### config.mk
export PLATFORM = sky130hd
export DESIGN_NAME = software_breakpoint_patch_table
export DESIGN_NICKNAME = d
export VERILOG_FILES = /design/src/hdl/sbpt_pkg.sv /design/src/hdl/sbpt_ctrl.sv /design/src/hdl/sbpt_datapath.sv /design/src/hdl/software_breakpoint_patch_table.sv
export SDC_FILE = /design/constraint.sdc
export NUM_CORES = 2
export LEC_CHECK = 0
export ABC_AREA = 1
export ABC_CLOCK_PERIOD_IN_PS = 27200
export BUFFER_PORTS_ARGS = -buffer_cell sky130_fd_sc_hd__buf_2
export CAP_MARGIN = 10
export CELL_PAD_IN_SITES_DETAIL_PLACEMENT = 0
export CELL_PAD_IN_SITES_GLOBAL_PLACEMENT = 1
export CORE_MARGIN = 10
export CORE_UTILIZATION = 30
export CTS_CLUSTER_DIAMETER = 40
export DETAILED_ROUTE_END_ITERATION = 12
export HOLD_SLACK_MARGIN = 0.05
export PLACE_DENSITY_LB_ADDON = 0.1
export SKIP_LAST_GASP = 1
export SLEW_MARGIN = 20
export SYNTH_ARGS = -nofsm -noshare
export SYNTH_HDL_FRONTEND = slang
export SYNTH_SLANG_ARGS = --single-unit
### constraint.sdc
create_clock -name clk -period 27.2 [get_ports clk]
set_input_delay 0 -clock clk [delete_from_list [all_inputs] [get_ports clk]]
set_output_delay 0 -clock clk [all_outputs]
set_load 0.02 [all_outputs]
### src/hdl/sbpt_pkg.sv
// Shared types and constants for the software breakpoint patch table.
// Holds command codes, status codes, instruction encodings and the
// control/status bundles between the controller and the datapath.
package sbpt_pkg;

	localparam int ADDR_W = 64;
	localparam int WORD_W = 32;
	localparam int ACT_W  = 3;
	localparam int STAT_W = 3;

	// Command codes carried by the action field.
	localparam logic [ACT_W-1:0] ACT_SET       = 3'd0;
	localparam logic [ACT_W-1:0] ACT_CLEAR     = 3'd1;
	localparam logic [ACT_W-1:0] ACT_DISABLE   = 3'd2;
	localparam logic [ACT_W-1:0] ACT_ENABLE    = 3'd3;
	localparam logic [ACT_W-1:0] ACT_QUERY     = 3'd4;
	localparam logic [ACT_W-1:0] ACT_CLEAR_ALL = 3'd5;

	// Result status codes.
	localparam logic [STAT_W-1:0] ST_OK        = 3'd0;
	localparam logic [STAT_W-1:0] ST_EXISTS    = 3'd1;
	localparam logic [STAT_W-1:0] ST_NOT_FOUND = 3'd2;
	localparam logic [STAT_W-1:0] ST_INVALID   = 3'd3;
	localparam logic [STAT_W-1:0] ST_FULL      = 3'd4;

	// Breakpoint encodings and instruction length fields.
	localparam logic [WORD_W-1:0] EBREAK32   = 32'h0010_0073;
	localparam logic [WORD_W-1:0] EBREAK16   = 32'h0000_9002;
	localparam logic [1:0]        LEN16_MASK = 2'b11;
	localparam logic [4:0]        LEN32_MASK = 5'b11111;
	localparam logic [15:0]       HALF_MASK  = 16'hffff;

	// Commands from the controller to the datapath.
	typedef struct packed {
		logic capture;   // register the accepted request
		logic exec;      // perform a single-result command and load the output
		logic sweep_sel; // table read port follows the sweep index
		logic emit;      // load a restore store for the swept entry
		logic advance;   // step the sweep index
		logic finish;    // sweep done: empty the table and rewind the index
	} sbpt_cmd_t;

	// Status from the datapath to the controller.
	typedef struct packed {
		logic out_free;     // output register can take a result this cycle
		logic is_clear_all; // held request is a clear-all
		logic any_active;   // at least one active entry exists
		logic cur_hit;      // swept entry is valid and active
		logic at_end;       // sweep index sits on the last entry
	} sbpt_stat_t;

endpackage

### src/hdl/sbpt_ctrl.sv
// Controller state machine for the breakpoint patch table.
// Depends on sbpt_pkg for the command and status bundles.
module sbpt_ctrl import sbpt_pkg::*; (
	input  logic       clk,
	input  logic       arst_n,
	input  logic       in_valid,
	output logic       in_ready,
	input  sbpt_stat_t stat,
	output sbpt_cmd_t  cmd
);

	typedef enum logic [1:0] {
		S_IDLE,
		S_EXEC,
		S_SWEEP
	} state_t;

	state_t state_q;
	logic   in_ready_q;
	logic   sweep_step;

	always_ff @(posedge clk or negedge arst_n) begin
		if (!arst_n) begin
			state_q    <= S_IDLE;
			in_ready_q <= 1'b1;
		end else begin
			case (state_q)
				S_IDLE: begin
					if (in_valid && in_ready_q) begin
						state_q    <= S_EXEC;
						in_ready_q <= 1'b0;
					end
				end
				S_EXEC: begin
					if (stat.is_clear_all && stat.any_active) begin
						state_q <= S_SWEEP;
					end else if (stat.out_free) begin
						state_q    <= S_IDLE;
						in_ready_q <= 1'b1;
					end
				end
				S_SWEEP: begin
					if (sweep_step && stat.at_end) begin
						state_q    <= S_IDLE;
						in_ready_q <= 1'b1;
					end
				end
				default: begin
					state_q    <= S_IDLE;
					in_ready_q <= 1'b1;
				end
			endcase
		end
	end

	// A swept entry with nothing to restore moves on at once; one that needs
	// a store waits for room in the output register.
	assign sweep_step = (state_q == S_SWEEP) && (!stat.cur_hit || stat.out_free);

	always_comb begin
		cmd           = '0;
		cmd.capture   = (state_q == S_IDLE) && in_valid && in_ready_q;
		cmd.exec      = (state_q == S_EXEC) && stat.out_free &&
		                !(stat.is_clear_all && stat.any_active);
		cmd.sweep_sel = (state_q == S_SWEEP);
		cmd.emit      = sweep_step && stat.cur_hit;
		cmd.advance   = sweep_step && !stat.at_end;
		cmd.finish    = sweep_step && stat.at_end;
	end

	assign in_ready = in_ready_q;

endmodule

### src/hdl/sbpt_datapath.sv
// Datapath of the breakpoint patch table: request registers, entry storage,
// address match, result formation and the output register. Uses sbpt_pkg.
module sbpt_datapath import sbpt_pkg::*; #(
	parameter int TABLE_DEPTH = 16
) (
	input  logic              clk,
	input  logic              arst_n,
	input  sbpt_cmd_t         cmd,
	output sbpt_stat_t        stat,
	input  logic [ACT_W-1:0]  action,
	input  logic [ADDR_W-1:0] address,
	input  logic [WORD_W-1:0] fetched_word,
	output logic              out_valid,
	input  logic              out_ready,
	output logic [STAT_W-1:0] status,
	output logic              store_valid,
	output logic [ADDR_W-1:0] store_address,
	output logic [WORD_W-1:0] store_data,
	output logic              store_half,
	output logic              is_breakpoint,
	output logic              last
);

	localparam int IDX_W = (TABLE_DEPTH > 1) ? $clog2(TABLE_DEPTH) : 1;
	localparam logic [IDX_W-1:0] LAST_IDX = IDX_W'(TABLE_DEPTH - 1);

	// Held request.
	logic [ACT_W-1:0]  action_q;
	logic [ADDR_W-1:0] address_q;
	logic [WORD_W-1:0] word_q;

	// Entry storage.
	logic [TABLE_DEPTH-1:0] valid_q;
	logic [TABLE_DEPTH-1:0] active_q;
	logic [ADDR_W-1:0]      entry_addr_q  [TABLE_DEPTH];
	logic                   entry_half_q  [TABLE_DEPTH];
	logic [WORD_W-1:0]      entry_saved_q [TABLE_DEPTH];
	logic [IDX_W-1:0]       sweep_idx_q;

	// Output register.
	logic              out_valid_q;
	logic [STAT_W-1:0] status_q;
	logic              store_valid_q;
	logic [ADDR_W-1:0] store_address_q;
	logic [WORD_W-1:0] store_data_q;
	logic              store_half_q;
	logic              is_bp_q;
	logic              last_q;

	logic [TABLE_DEPTH-1:0] hit_vec;
	logic [TABLE_DEPTH-1:0] live_vec;
	logic                   match_found;
	logic [IDX_W-1:0]       match_idx;
	logic                   free_found;
	logic [IDX_W-1:0]       free_idx;
	logic                   live_above;
	logic [IDX_W-1:0]       rd_idx;
	logic [ADDR_W-1:0]      rd_addr;
	logic                   rd_half;
	logic [WORD_W-1:0]      rd_saved;
	logic                   rd_active;
	logic [WORD_W-1:0]      restore_word;
	logic                   word_half;
	logic                   word_bad;

	logic              res_load;
	logic [STAT_W-1:0] res_status;
	logic              res_sv;
	logic [ADDR_W-1:0] res_addr;
	logic [WORD_W-1:0] res_data;
	logic              res_half;
	logic              res_bp;
	logic              res_last;
	logic              wr_new;
	logic              clr_active;
	logic              set_active;
	logic              clr_valid;
	logic              clr_all;

	always_ff @(posedge clk) begin
		if (cmd.capture) begin
			action_q  <= action;
			address_q <= address;
			word_q    <= fetched_word;
		end
	end

	// Parallel compare of every entry against the held address, then lowest
	// match and lowest free slot.
	always_comb begin
		for (int i = 0; i < TABLE_DEPTH; i++) begin
			hit_vec[i] = valid_q[i] && (entry_addr_q[i] == address_q);
		end
		live_vec = valid_q & active_q;
	end

	always_comb begin
		match_found = 1'b0;
		match_idx   = '0;
		free_found  = 1'b0;
		free_idx    = '0;
		live_above  = 1'b0;
		for (int i = 0; i < TABLE_DEPTH; i++) begin
			if (hit_vec[i] && !match_found) begin
				match_found = 1'b1;
				match_idx   = IDX_W'(i);
			end
			if (!valid_q[i] && !free_found) begin
				free_found = 1'b1;
				free_idx   = IDX_W'(i);
			end
			if (live_vec[i] && (IDX_W'(i) > sweep_idx_q)) begin
				live_above = 1'b1;
			end
		end
	end

	// Single read port into the entry storage.
	assign rd_idx       = cmd.sweep_sel ? sweep_idx_q : match_idx;
	assign rd_addr      = entry_addr_q[rd_idx];
	assign rd_half      = entry_half_q[rd_idx];
	assign rd_saved     = entry_saved_q[rd_idx];
	assign rd_active    = active_q[rd_idx];
	assign restore_word = rd_half ? {16'h0000, rd_saved[15:0] & HALF_MASK} : rd_saved;

	// Instruction length from the low bits of the fetched word.
	assign word_half = (word_q[1:0] & LEN16_MASK) != LEN16_MASK;
	assign word_bad  = (word_q[4:0] & LEN32_MASK) == LEN32_MASK;

	always_comb begin
		res_status = ST_OK;
		res_sv     = 1'b0;
		res_addr   = '0;
		res_data   = '0;
		res_half   = 1'b0;
		res_bp     = 1'b0;
		res_last   = 1'b1;
		wr_new     = 1'b0;
		clr_active = 1'b0;
		set_active = 1'b0;
		clr_valid  = 1'b0;
		clr_all    = 1'b0;
		if (cmd.emit) begin
			res_sv   = 1'b1;
			res_addr = rd_addr;
			res_data = restore_word;
			res_half = rd_half;
			res_last = !live_above;
		end else begin
			case (action_q)
				ACT_SET: begin
					if (match_found) begin
						res_status = ST_EXISTS;
					end else if (word_bad) begin
						res_status = ST_INVALID;
					end else if (!free_found) begin
						res_status = ST_FULL;
					end else begin
						wr_new   = 1'b1;
						res_sv   = 1'b1;
						res_addr = address_q;
						res_data = word_half ? EBREAK16 : EBREAK32;
						res_half = word_half;
					end
				end
				ACT_CLEAR, ACT_DISABLE: begin
					if (!match_found) begin
						res_status = ST_NOT_FOUND;
					end else begin
						if (rd_active) begin
							res_sv     = 1'b1;
							res_addr   = address_q;
							res_data   = restore_word;
							res_half   = rd_half;
							clr_active = 1'b1;
						end
						clr_valid = (action_q == ACT_CLEAR);
					end
				end
				ACT_ENABLE: begin
					if (!match_found) begin
						res_status = ST_NOT_FOUND;
					end else if (!rd_active) begin
						res_sv     = 1'b1;
						res_addr   = address_q;
						res_data   = rd_half ? EBREAK16 : EBREAK32;
						res_half   = rd_half;
						set_active = 1'b1;
					end
				end
				ACT_QUERY: begin
					res_bp = match_found && rd_active;
				end
				ACT_CLEAR_ALL: begin
					// Only reached with no active entry: free everything.
					clr_all = 1'b1;
				end
				default: begin
					res_status = ST_OK;
				end
			endcase
		end
	end

	always_ff @(posedge clk or negedge arst_n) begin
		if (!arst_n) begin
			valid_q     <= '0;
			active_q    <= '0;
			sweep_idx_q <= '0;
		end else begin
			if (cmd.exec) begin
				if (wr_new) begin
					valid_q[free_idx]  <= 1'b1;
					active_q[free_idx] <= 1'b1;
				end
				if (clr_active) begin
					active_q[match_idx] <= 1'b0;
				end
				if (set_active) begin
					active_q[match_idx] <= 1'b1;
				end
				if (clr_valid) begin
					valid_q[match_idx] <= 1'b0;
				end
				if (clr_all) begin
					valid_q  <= '0;
					active_q <= '0;
				end
			end
			if (cmd.finish) begin
				valid_q     <= '0;
				active_q    <= '0;
				sweep_idx_q <= '0;
			end else begin
				if (cmd.emit) begin
					valid_q[sweep_idx_q]  <= 1'b0;
					active_q[sweep_idx_q] <= 1'b0;
				end
				if (cmd.advance) begin
					sweep_idx_q <= sweep_idx_q + IDX_W'(1);
				end
			end
		end
	end

	always_ff @(posedge clk) begin
		if (cmd.exec && wr_new) begin
			entry_addr_q[free_idx]  <= address_q;
			entry_half_q[free_idx]  <= word_half;
			entry_saved_q[free_idx] <= word_q;
		end
	end

	assign res_load = cmd.exec || cmd.emit;

	always_ff @(posedge clk or negedge arst_n) begin
		if (!arst_n) begin
			out_valid_q <= 1'b0;
		end else if (res_load) begin
			out_valid_q <= 1'b1;
		end else if (out_ready) begin
			out_valid_q <= 1'b0;
		end
	end

	always_ff @(posedge clk) begin
		if (res_load) begin
			status_q        <= res_status;
			store_valid_q   <= res_sv;
			store_address_q <= res_addr;
			store_data_q    <= res_data;
			store_half_q    <= res_half;
			is_bp_q         <= res_bp;
			last_q          <= res_last;
		end
	end

	assign stat.out_free     = !out_valid_q || out_ready;
	assign stat.is_clear_all = (action_q == ACT_CLEAR_ALL);
	assign stat.any_active   = |live_vec;
	assign stat.cur_hit      = live_vec[sweep_idx_q];
	assign stat.at_end       = (sweep_idx_q == LAST_IDX);

	assign out_valid     = out_valid_q;
	assign status        = status_q;
	assign store_valid   = store_valid_q;
	assign store_address = store_address_q;
	assign store_data    = store_data_q;
	assign store_half    = store_half_q;
	assign is_breakpoint = is_bp_q;
	assign last          = last_q;

endmodule

### src/hdl/software_breakpoint_patch_table.sv
// Software breakpoint patch table, top level.
// Instantiates sbpt_ctrl and sbpt_datapath; types come from sbpt_pkg.
//
// A debugger sends one request at a time on the input channel (in_valid /
// in_ready): an action code, the breakpoint address and, for a set, the
// instruction word fetched at that address. Each request produces one or
// more results on the output channel (out_valid / out_ready). A result
// carries a status code, an optional patch store (address, data, 16-bit
// flag) that also stands for a decode-cache invalidate at that address, the
// query answer, and a last flag on the final result of the request.
//
// Timing: a request is taken in the idle state and resolved in the exec state, where all
// entries are compared against the address in parallel; once the output register has
// room, out_valid rises and in_ready returns together at the end of the exec state.
// Clear-all with active entries instead walks the table one entry per cycle while no
// restore store waits on a stalled output, emitting one restore store per active entry
// in ascending entry order; with none active it gives a single plain result.
//
// The output register lets the block take the next request while a result
// still waits; a stalled receiver holds back the next result load and with it
// the return of in_ready. Reset empties the table and leaves both channels idle.
module software_breakpoint_patch_table import sbpt_pkg::*; #(
	parameter int TABLE_DEPTH = 16
) (
	input  logic              clk,
	input  logic              arst_n,
	input  logic              in_valid,
	output logic              in_ready,
	input  logic [ACT_W-1:0]  action,
	input  logic [ADDR_W-1:0] address,
	input  logic [WORD_W-1:0] fetched_word,
	output logic              out_valid,
	input  logic              out_ready,
	output logic [STAT_W-1:0] status,
	output logic              store_valid,
	output logic [ADDR_W-1:0] store_address,
	output logic [WORD_W-1:0] store_data,
	output logic              store_half,
	output logic              is_breakpoint,
	output logic              last
);

	sbpt_cmd_t  cmd;
	sbpt_stat_t stat;

	// The controller sequences each request; the datapath owns the table.
	sbpt_ctrl u_ctrl (
		.clk      (clk),
		.arst_n   (arst_n),
		.in_valid (in_valid),
		.in_ready (in_ready),
		.stat     (stat),
		.cmd      (cmd)
	);

	sbpt_datapath #(
		.TABLE_DEPTH (TABLE_DEPTH)
	) u_datapath (
		.clk           (clk),
		.arst_n        (arst_n),
		.cmd           (cmd),
		.stat          (stat),
		.action        (action),
		.address       (address),
		.fetched_word  (fetched_word),
		.out_valid     (out_valid),
		.out_ready     (out_ready),
		.status        (status),
		.store_valid   (store_valid),
		.store_address (store_address),
		.store_data    (store_data),
		.store_half    (store_half),
		.is_breakpoint (is_breakpoint),
		.last          (last)
	);

endmodule

; ---- After elaboration in Yosys (flattened, before gate mapping)
; Memories as Yosys holds them, arrays and structs flattened.
; Cells that the tools add are included.
; W data, S select, Z words.
[word_totals]
reg_bits = 242
mem_count = 3
elab_cells = 399
ramBits = 1552
inputBits = 103
[op_classes]
add_sub_neg = 1
n_reduce_logical = 139
mux = 175
bitwise = 11
n_eq_ne = 31
magnitude_cmp = 23
[memory_table]
columns = name, depth, width, rd, rd_clocked_by_memory_dff, wr, line
row1 = u_datapath.entry_addr_q, 16, 64, 17, 0, 1, sbpt_datapath.sv:35  ; logic [ADDR_W-1:0] entry_addr_q [TABLE_DEPTH];
row2 = u_datapath.entry_saved_q, 16, 32, 1, 0, 1, sbpt_datapath.sv:37  ; logic [WORD_W-1:0] entry_saved_q [TABLE_DEPTH];
row3 = u_datapath.entry_half_q, 16, 1, 1, 0, 1, sbpt_datapath.sv:36  ; logic entry_half_q [TABLE_DEPTH];
[ops]
columns = operator, count
row1 = $eq A64 B64 Y1, 16
row2 = $mux W64, 8
row3 = $mux W32, 9
row4 = $mux W16, 16
row5 = $pmux W64 S3, 1
row6 = $pmux W32 S3, 1
row7 = $mux W1, 89
row8 = $and A16 B16 Y16, 5
row9 = $logic_and A1 B1 Y1, 77
row10 = $mux W4, 19
row11 = $logic_not A1 Y1, 49
row12 = $or A16 B16 Y16, 3
row13 = $mux W21, 2
row14 = $mux W3, 11
row15 = $gt A4 B4 Y1 const A, 8
row16 = $not A16 Y16, 2
row17 = $lt A4 B5 Y1 const B, 4
row18 = $mux W2, 9
row19 = $gt A3 B4 Y1 const A, 4
row20 = $reduce_or A16 Y1, 1
row21 = $demux W1 S4, 3
row22 = $ge A4 B1 Y1 const B, 3
row23 = $pmux W1 S3, 3
row24 = $bmux W1 S4, 2
row25 = other kinds (24), 35

; ---- Longest topological paths before layout
; An unclocked memory read counts as a cell.
[depth]
ltp_word = 65
ltp_mapped = 37
mapped_depth_nobuf = 34

; ---- Modules after synthesis
; Synthesis repeated with hierarchy kept, for this count alone.
[hier_totals]
hier_cells = 8251
hier_area_um2 = 86730.7
[modules_own_cells]
columns = module, seq_area_each_um2, cells_per_inst, instances, area_per_inst_um2
row1 = sbpt_datapath, 53596.4, 8214, 1, 86505.5
row2 = sbpt_ctrl, 76.3, 37, 1, 225.2

; ---- Least setup slack after synthesis
; No wires, ideal clock.
[synth_path]
kind = flip-flop to flip-flop
from = register u_datapath.address_q[35]
to = memory u_datapath.entry_addr_q[10][0] (enable)
arrival_time_ns = 9.548
setup_ns = 0.672
path_stages_with_launch = 25
path_buffers = 2
required_ns = 26.528
slack_ns = 16.980
path_cell_list = edfxtp_1 > buf_4 > inv_2 > buf_4 > o22ai_1 > nor2_1 > nand3_1 > nor2_1 > nand3_1 > nand2_1 > nor2_2 > nand4_2 > nor2_2 > nand4_2 > nor2_2 > nand2_2 > nor2_2 > nand4_1 > inv_1 > nand2_1 > nor2_1 > nand2_1 > nor2_1 > inv_1 > nor3_1
[synth_between]
elab_chain_len = 54
elab_cells_between_ends = 84
[synth_lines]
columns = element, line
row1 = from (decl), sbpt_datapath.sv:29  ; logic [ADDR_W-1:0] address_q;
row2 = from (signal assigned), sbpt_datapath.sv:83  ; address_q <= address;
row3 = $eq A64 B64 Y1, sbpt_datapath.sv:92  ; hit_vec[i] = valid_q[i] && (entry_addr_q[i] == address_q);
row4 = $logic_and A1 B1 Y1, sbpt_datapath.sv:92
row5 = $mux W1, sbpt_datapath.sv:104  ; if (hit_vec[i] && !match_found) begin
row6 = $logic_not A1 Y1, sbpt_datapath.sv:104
row7 = $logic_and A1 B1 Y1, sbpt_datapath.sv:104
row8 = $mux W1, sbpt_datapath.sv:104
row9 = $logic_not A1 Y1, sbpt_datapath.sv:104
row10 = $logic_and A1 B1 Y1, sbpt_datapath.sv:104
row11 = (+38 left out), --
row12 = $logic_and A1 B1 Y1, sbpt_datapath.sv:104
row13 = $mux W1 (*), sbpt_datapath.sv:104
row14 = $mux W1 (*), sbpt_datapath.sv:152  ; if (match_found) begin
row15 = $mux W1 (*), sbpt_datapath.sv:150  ; case (action_q)
row16 = $mux W1 (*), sbpt_datapath.sv:143  ; if (cmd.emit) begin
row17 = $logic_and A1 B1 Y1 (*), sbpt_datapath.sv:247  ; if (cmd.exec && wr_new) begin
row18 = $mux W1 (*), sbpt_datapath.sv:247
row19 = $mux W1 (not written as such) (*), sbpt_datapath.sv:248  ; entry_addr_q[free_idx] <= address_q;
row20 = to (decl), sbpt_datapath.sv:35
; Every way passes the cells marked *; elsewhere a longest branch is shown, timed or not.

; ---- Final worst setup path
[layout_path]
from = register u_datapath.address_q[38]
to = register u_datapath.store_address_q[1], in the netlist u_datapath.store_address[1], data pin
[layout_between]
elab_chain_len = 55
elab_cells_between_ends = 104
[layout_lines]
columns = element, line
row1 = $eq A64 B64 Y1, sbpt_datapath.sv:92
row2 = $logic_and A1 B1 Y1, sbpt_datapath.sv:92
row3 = $mux W1, sbpt_datapath.sv:104
row4 = $logic_not A1 Y1, sbpt_datapath.sv:104
row5 = $logic_and A1 B1 Y1, sbpt_datapath.sv:104
row6 = $mux W1, sbpt_datapath.sv:104
row7 = $logic_not A1 Y1, sbpt_datapath.sv:104
row8 = $logic_and A1 B1 Y1, sbpt_datapath.sv:104
row9 = (+40 left out), --
row10 = $mux W4, sbpt_datapath.sv:119  ; assign rd_idx = cmd.sweep_sel ? sweep_idx_q : match_idx;
row11 = $bmux W1 S4, sbpt_datapath.sv:123  ; assign rd_active = active_q[rd_idx];
row12 = $mux W1 (not written as such), sbpt_datapath.sv:123
row13 = $mux W64 (on tied branches), "sbpt_datapath.sv:183, sbpt_datapath.sv:170"
row14 = $mux W64 (on tied branches), "sbpt_datapath.sv:181, sbpt_datapath.sv:167"
row15 = $pmux W64 S3, sbpt_datapath.sv:150
row16 = $mux W64 (*), sbpt_datapath.sv:143
row17 = named net u_datapath.res_addr[1], sbpt_datapath.sv:69  ; logic [ADDR_W-1:0] res_addr;
row18 = to (signal assigned), sbpt_datapath.sv:270  ; store_address_q <= res_addr;
row19 = to (decl), sbpt_datapath.sv:44  ; logic [ADDR_W-1:0] store_address_q;
; The timed path passes the listed nets; every way through them passes the cells marked *. The select of a mux whose other input is x is not followed.
; A chain may end at the register's enable or synchronous reset.

==> results.md <==
* Synth area leader: edfxtp_1
* Routability Congestion at around 1.0
* Outcome: complete, no violations
* Setup slack, reg-to-reg at between 15 and 20 ns
* DRT Pass-1 Iters at 6
* Max Fclk at 106.6 MHz
* Worst r2r src: u_datapath.address_q[38]
* Skew-Pair Late Insertion Delay at 0.96 ns
* Count of cell types in the netlist at 67
* Worst Path Arrival at 10.18 ns
* Synthesized net count at between 8000 and 9000
* Asr flop ratio synth at approximately 2.2%
* RSZ-0062 raised after global routing: false
* Initial DRC count at 12170
* CTS Buf Count at roughly 390
* Final period util at between 30% and 40%
* Vias in the first global route at 71090
* Final Skew at between 0.07 and 0.08 ns
* DRC viols at 0
* Crit end category: flip-flop
* Total Routed Length at about 520000 um
* CP Max Fanout at 81
* GRT Total Usage at 32.27%
* Post-synth top cells: edfxtp_1 (1754), nand2_1 (1418), o21ai_0 (1079)
* Clk sinks at 1794
* RR Endpoint: u_datapath.store_address[1]
* Slew Limit Fails at 0
* Synth Cell Area at 0.08590 mm2
* Ys flop type: edfxtp_1
* Avg Vias per Cell at 5.918
* Largest net degree at the start of global routing at 236
* Share of the yosys chip area belonging to registers at ~62%
* Cell with the most instances after synthesis: edfxtp_1
* Mean post-synth cell area at 10.27 um2
* Post-Place Cells at 12000
* Most frequent CP cell: nand2_1
* WP data required at 27.99 ns
* PD cells at 106.2 mW/mm2
* Reg clk slew, reported paths at 0.05 ns
* Share of cells above drive strength 1 at 13.43%
* Kind of critical path: reg2reg
* Cells after Synth at 8368
* Clk buf depth at 4
* Crit path to: u_datapath.store_address[1]
* Final #Nets at 8948
* Dominant cells by area after synthesis: edfxtp_1 (61%), o21ai_0 (6.3%), nand2_1 (6.2%)
* Leakage at between 30 and 40 nW
* Crit path launch type: flip-flop
* Layout Cells excl Fill at between 10000 and 15000
* Max cap viols at 0
* Min-delay worst type: in2reg
* Row count at 196
* CTS resizes at 0
* Antenna viol nets, final at 0
* Die footprint at 0.3081 mm2
* Die width at 555.1 um
* Initial Util at around 30%
* Chip height at 555.1 um
* Slowest stage delay, CP at 1.04 ns
* Vias at around 77000
* #FFs+latches synth at 1794
* CTS tree: done
* Post-synth EDFFs at 1754
* Avg WL per Cell at 40.20 um
* CP Launch Point: u_datapath.address_q[38]
* Port bufs at 207
* Max H-tree Level at 5
* Slew headroom at a little under an eighth
* Critical Path Slowest Stage Cell: edfxtp_1
* VDD IR max at 60.46 uV
* Setup TNS at 0 ns
* Area Growth Syn to Fin at 24.53%
* Final min period at 9.385 ns
* Worst-margin pin slew at around 1.3 ns
* Global-route wire length before repair at 680700 um
* HPWL after DPL at 356200 um
* Final Hold Viols at 0
* Cell at the root of the clock tree: clkbuf_16
* Worst Reg-to-Reg Cells at 32
* Yosys top cell area share at between 60% and 70%
* GRT overflow at 0
* Final setup viols at 0
* # IOs at 208
* Core area at 0.2852 mm2
* Antenna violations before repair at 56
* Synth warn at 0
==> per-stage QoR <==
step | hold slack (ns) | utilization (%) | setup WS [ns] | instance area (um2) | total power (W)
floorplan | -0.2956 | - | 16.98 | 85900 | 0.004818
global placement | 0.1566 | 32.00 | 17.62 | 91260 | 0.006342
detailed placement | 0.1620 | 32.02 | 17.99 | 91320 | 0.006335
CTS | 0.09566 | 37.48 | 18.00 | 106900 | 0.01130
global route | 0.1733 | 37.49 | 17.16 | 106900 | 0.01159
finish | 0.1560 | 37.51 | 17.82 | 107000 | 0.01136
==> power breakdown <==
part           internal [W]  switching (W)
sequential          0.00337       0.000196
clock               0.00324        0.00171
combinational      0.000576        0.00227
==> what timing repair did <==
action	in CTS	in global routing
endpoints found under the hold margin	177	0
setup buffers	0	0
hold buffers	203	0
setup endpoints to repair	0	0
==> how the worst min path moves through the flow <==
stage / cells past startpoint / slack [ns] / end / startpoint
3_3_place_gp: 2 / 0.16 / u_datapath.sweep_idx_q[2] / arst_n
4_1_cts: 6 / 0.1 / u_ctrl.in_ready / in_valid
3_5_place_dp: 2 / 0.16 / u_datapath.active_q[8] / arst_n
6_report: 6 / 0.16 / u_ctrl.in_ready / in_valid
5_1_grt: 6 / 0.17 / u_ctrl.in_ready / in_valid
2_1_floorplan: 0 / -0.30 / u_ctrl.state_q[0] / arst_n
==> worst max-delay path: cells and delay by family, from the launching register on <==
| family | cells | cell delay [ns] |
|---|---|---|
| AND/OR/NAND/NOR | 25 | 4.46 |
| flip-flops | 1 | 1.04 |
| buffers and inverters | 3 | 2.22 |
| AO/OA/AOI/OAI | 4 | 1.32 |
==> sequential cells by signal, summed over array words and instances (netlist names) <==
signal / count
u_ctrl.in_ready: 1
u_ctrl.state_q: 2
u_datapath.action_q: 3
u_datapath.active_q: 16
u_datapath.address_q: 64
u_datapath.entry_addr_q: 1024
u_datapath.entry_half_q: 16
u_datapath.entry_saved_q: 512
u_datapath.is_breakpoint: 1
u_datapath.last: 1
u_datapath.out_valid: 1
u_datapath.status: 3
u_datapath.store_address: 64
u_datapath.store_data: 32
u_datapath.store_half: 1
u_datapath.store_valid: 1
u_datapath.sweep_idx_q: 4
u_datapath.valid_q: 16
u_datapath.word_q: 32
==> cell usage in the layout (no fill, tap or decap), types with 58 or more instances in the layout <==
master / n
buf_2: 207
a21oi_1: 788
bufinv_16: 58
nor4_1: 70
o21ai_0: 1078
edfxtp_1: 1754
clkinv_2: 61
a211oi_1: 89
o211ai_1: 76
buf_4: 214
inv_1: 530
clkbuf_16: 398
nand2_1: 1415
nor2_1: 546
nand4_1: 73
nand3_1: 369
o22ai_1: 310
xnor2_1: 131
dlygate4sd3_1: 203
xor2_1: 86
==> routing by layer <==
layer | routed length (um) | vias to the layer above | GRT usage [%]
met5 | 98 | - | 0
met4 | 33360 | 16 | 17.32
met3 | 47960 | 1046 | 5.945
met2 | 221600 | 4920 | 47.64
met1 | 218100 | 39330 | 44.80
li1 | - | 31390 | -
==> logic make-up (layout without fill, tap and decap cells) <==
| family | Yosys count | count (layout) | synth area share [%] |
|---|---|---|---|
| AOI/OAI and AO/OA | 2580 | 2580 | 16.89 |
| xor gates and xnor gates | 218 | 218 | 2.223 |
| adders and majority gates | 4 | 4 | 0.05826 |
| buffers and inverters | 1153 | 1958 | 5.532 |
| DFF | 1794 | 1794 | 62.48 |
| muxes | 1 | 1 | 0.01311 |
| other | 0 | 27 | 0 |
| and+or+nand+nor | 2618 | 2618 | 12.80 |
==> final cells by class <==
cell class | instances | area [um2]
Fill cell | 28480 | 178200
Sequential cell | 1794 | 53670
Multi-Input combinational cell | 5421 | 27710
Clock buffer | 438 | 10110
Timing Repair Buffer | 642 | 5037
Tap cell | 3762 | 4707
Clock inverter | 290 | 3448
Inverter | 588 | 2222
Antenna cell | 27 | 67.56
Power figures use the tool's default switching activity.
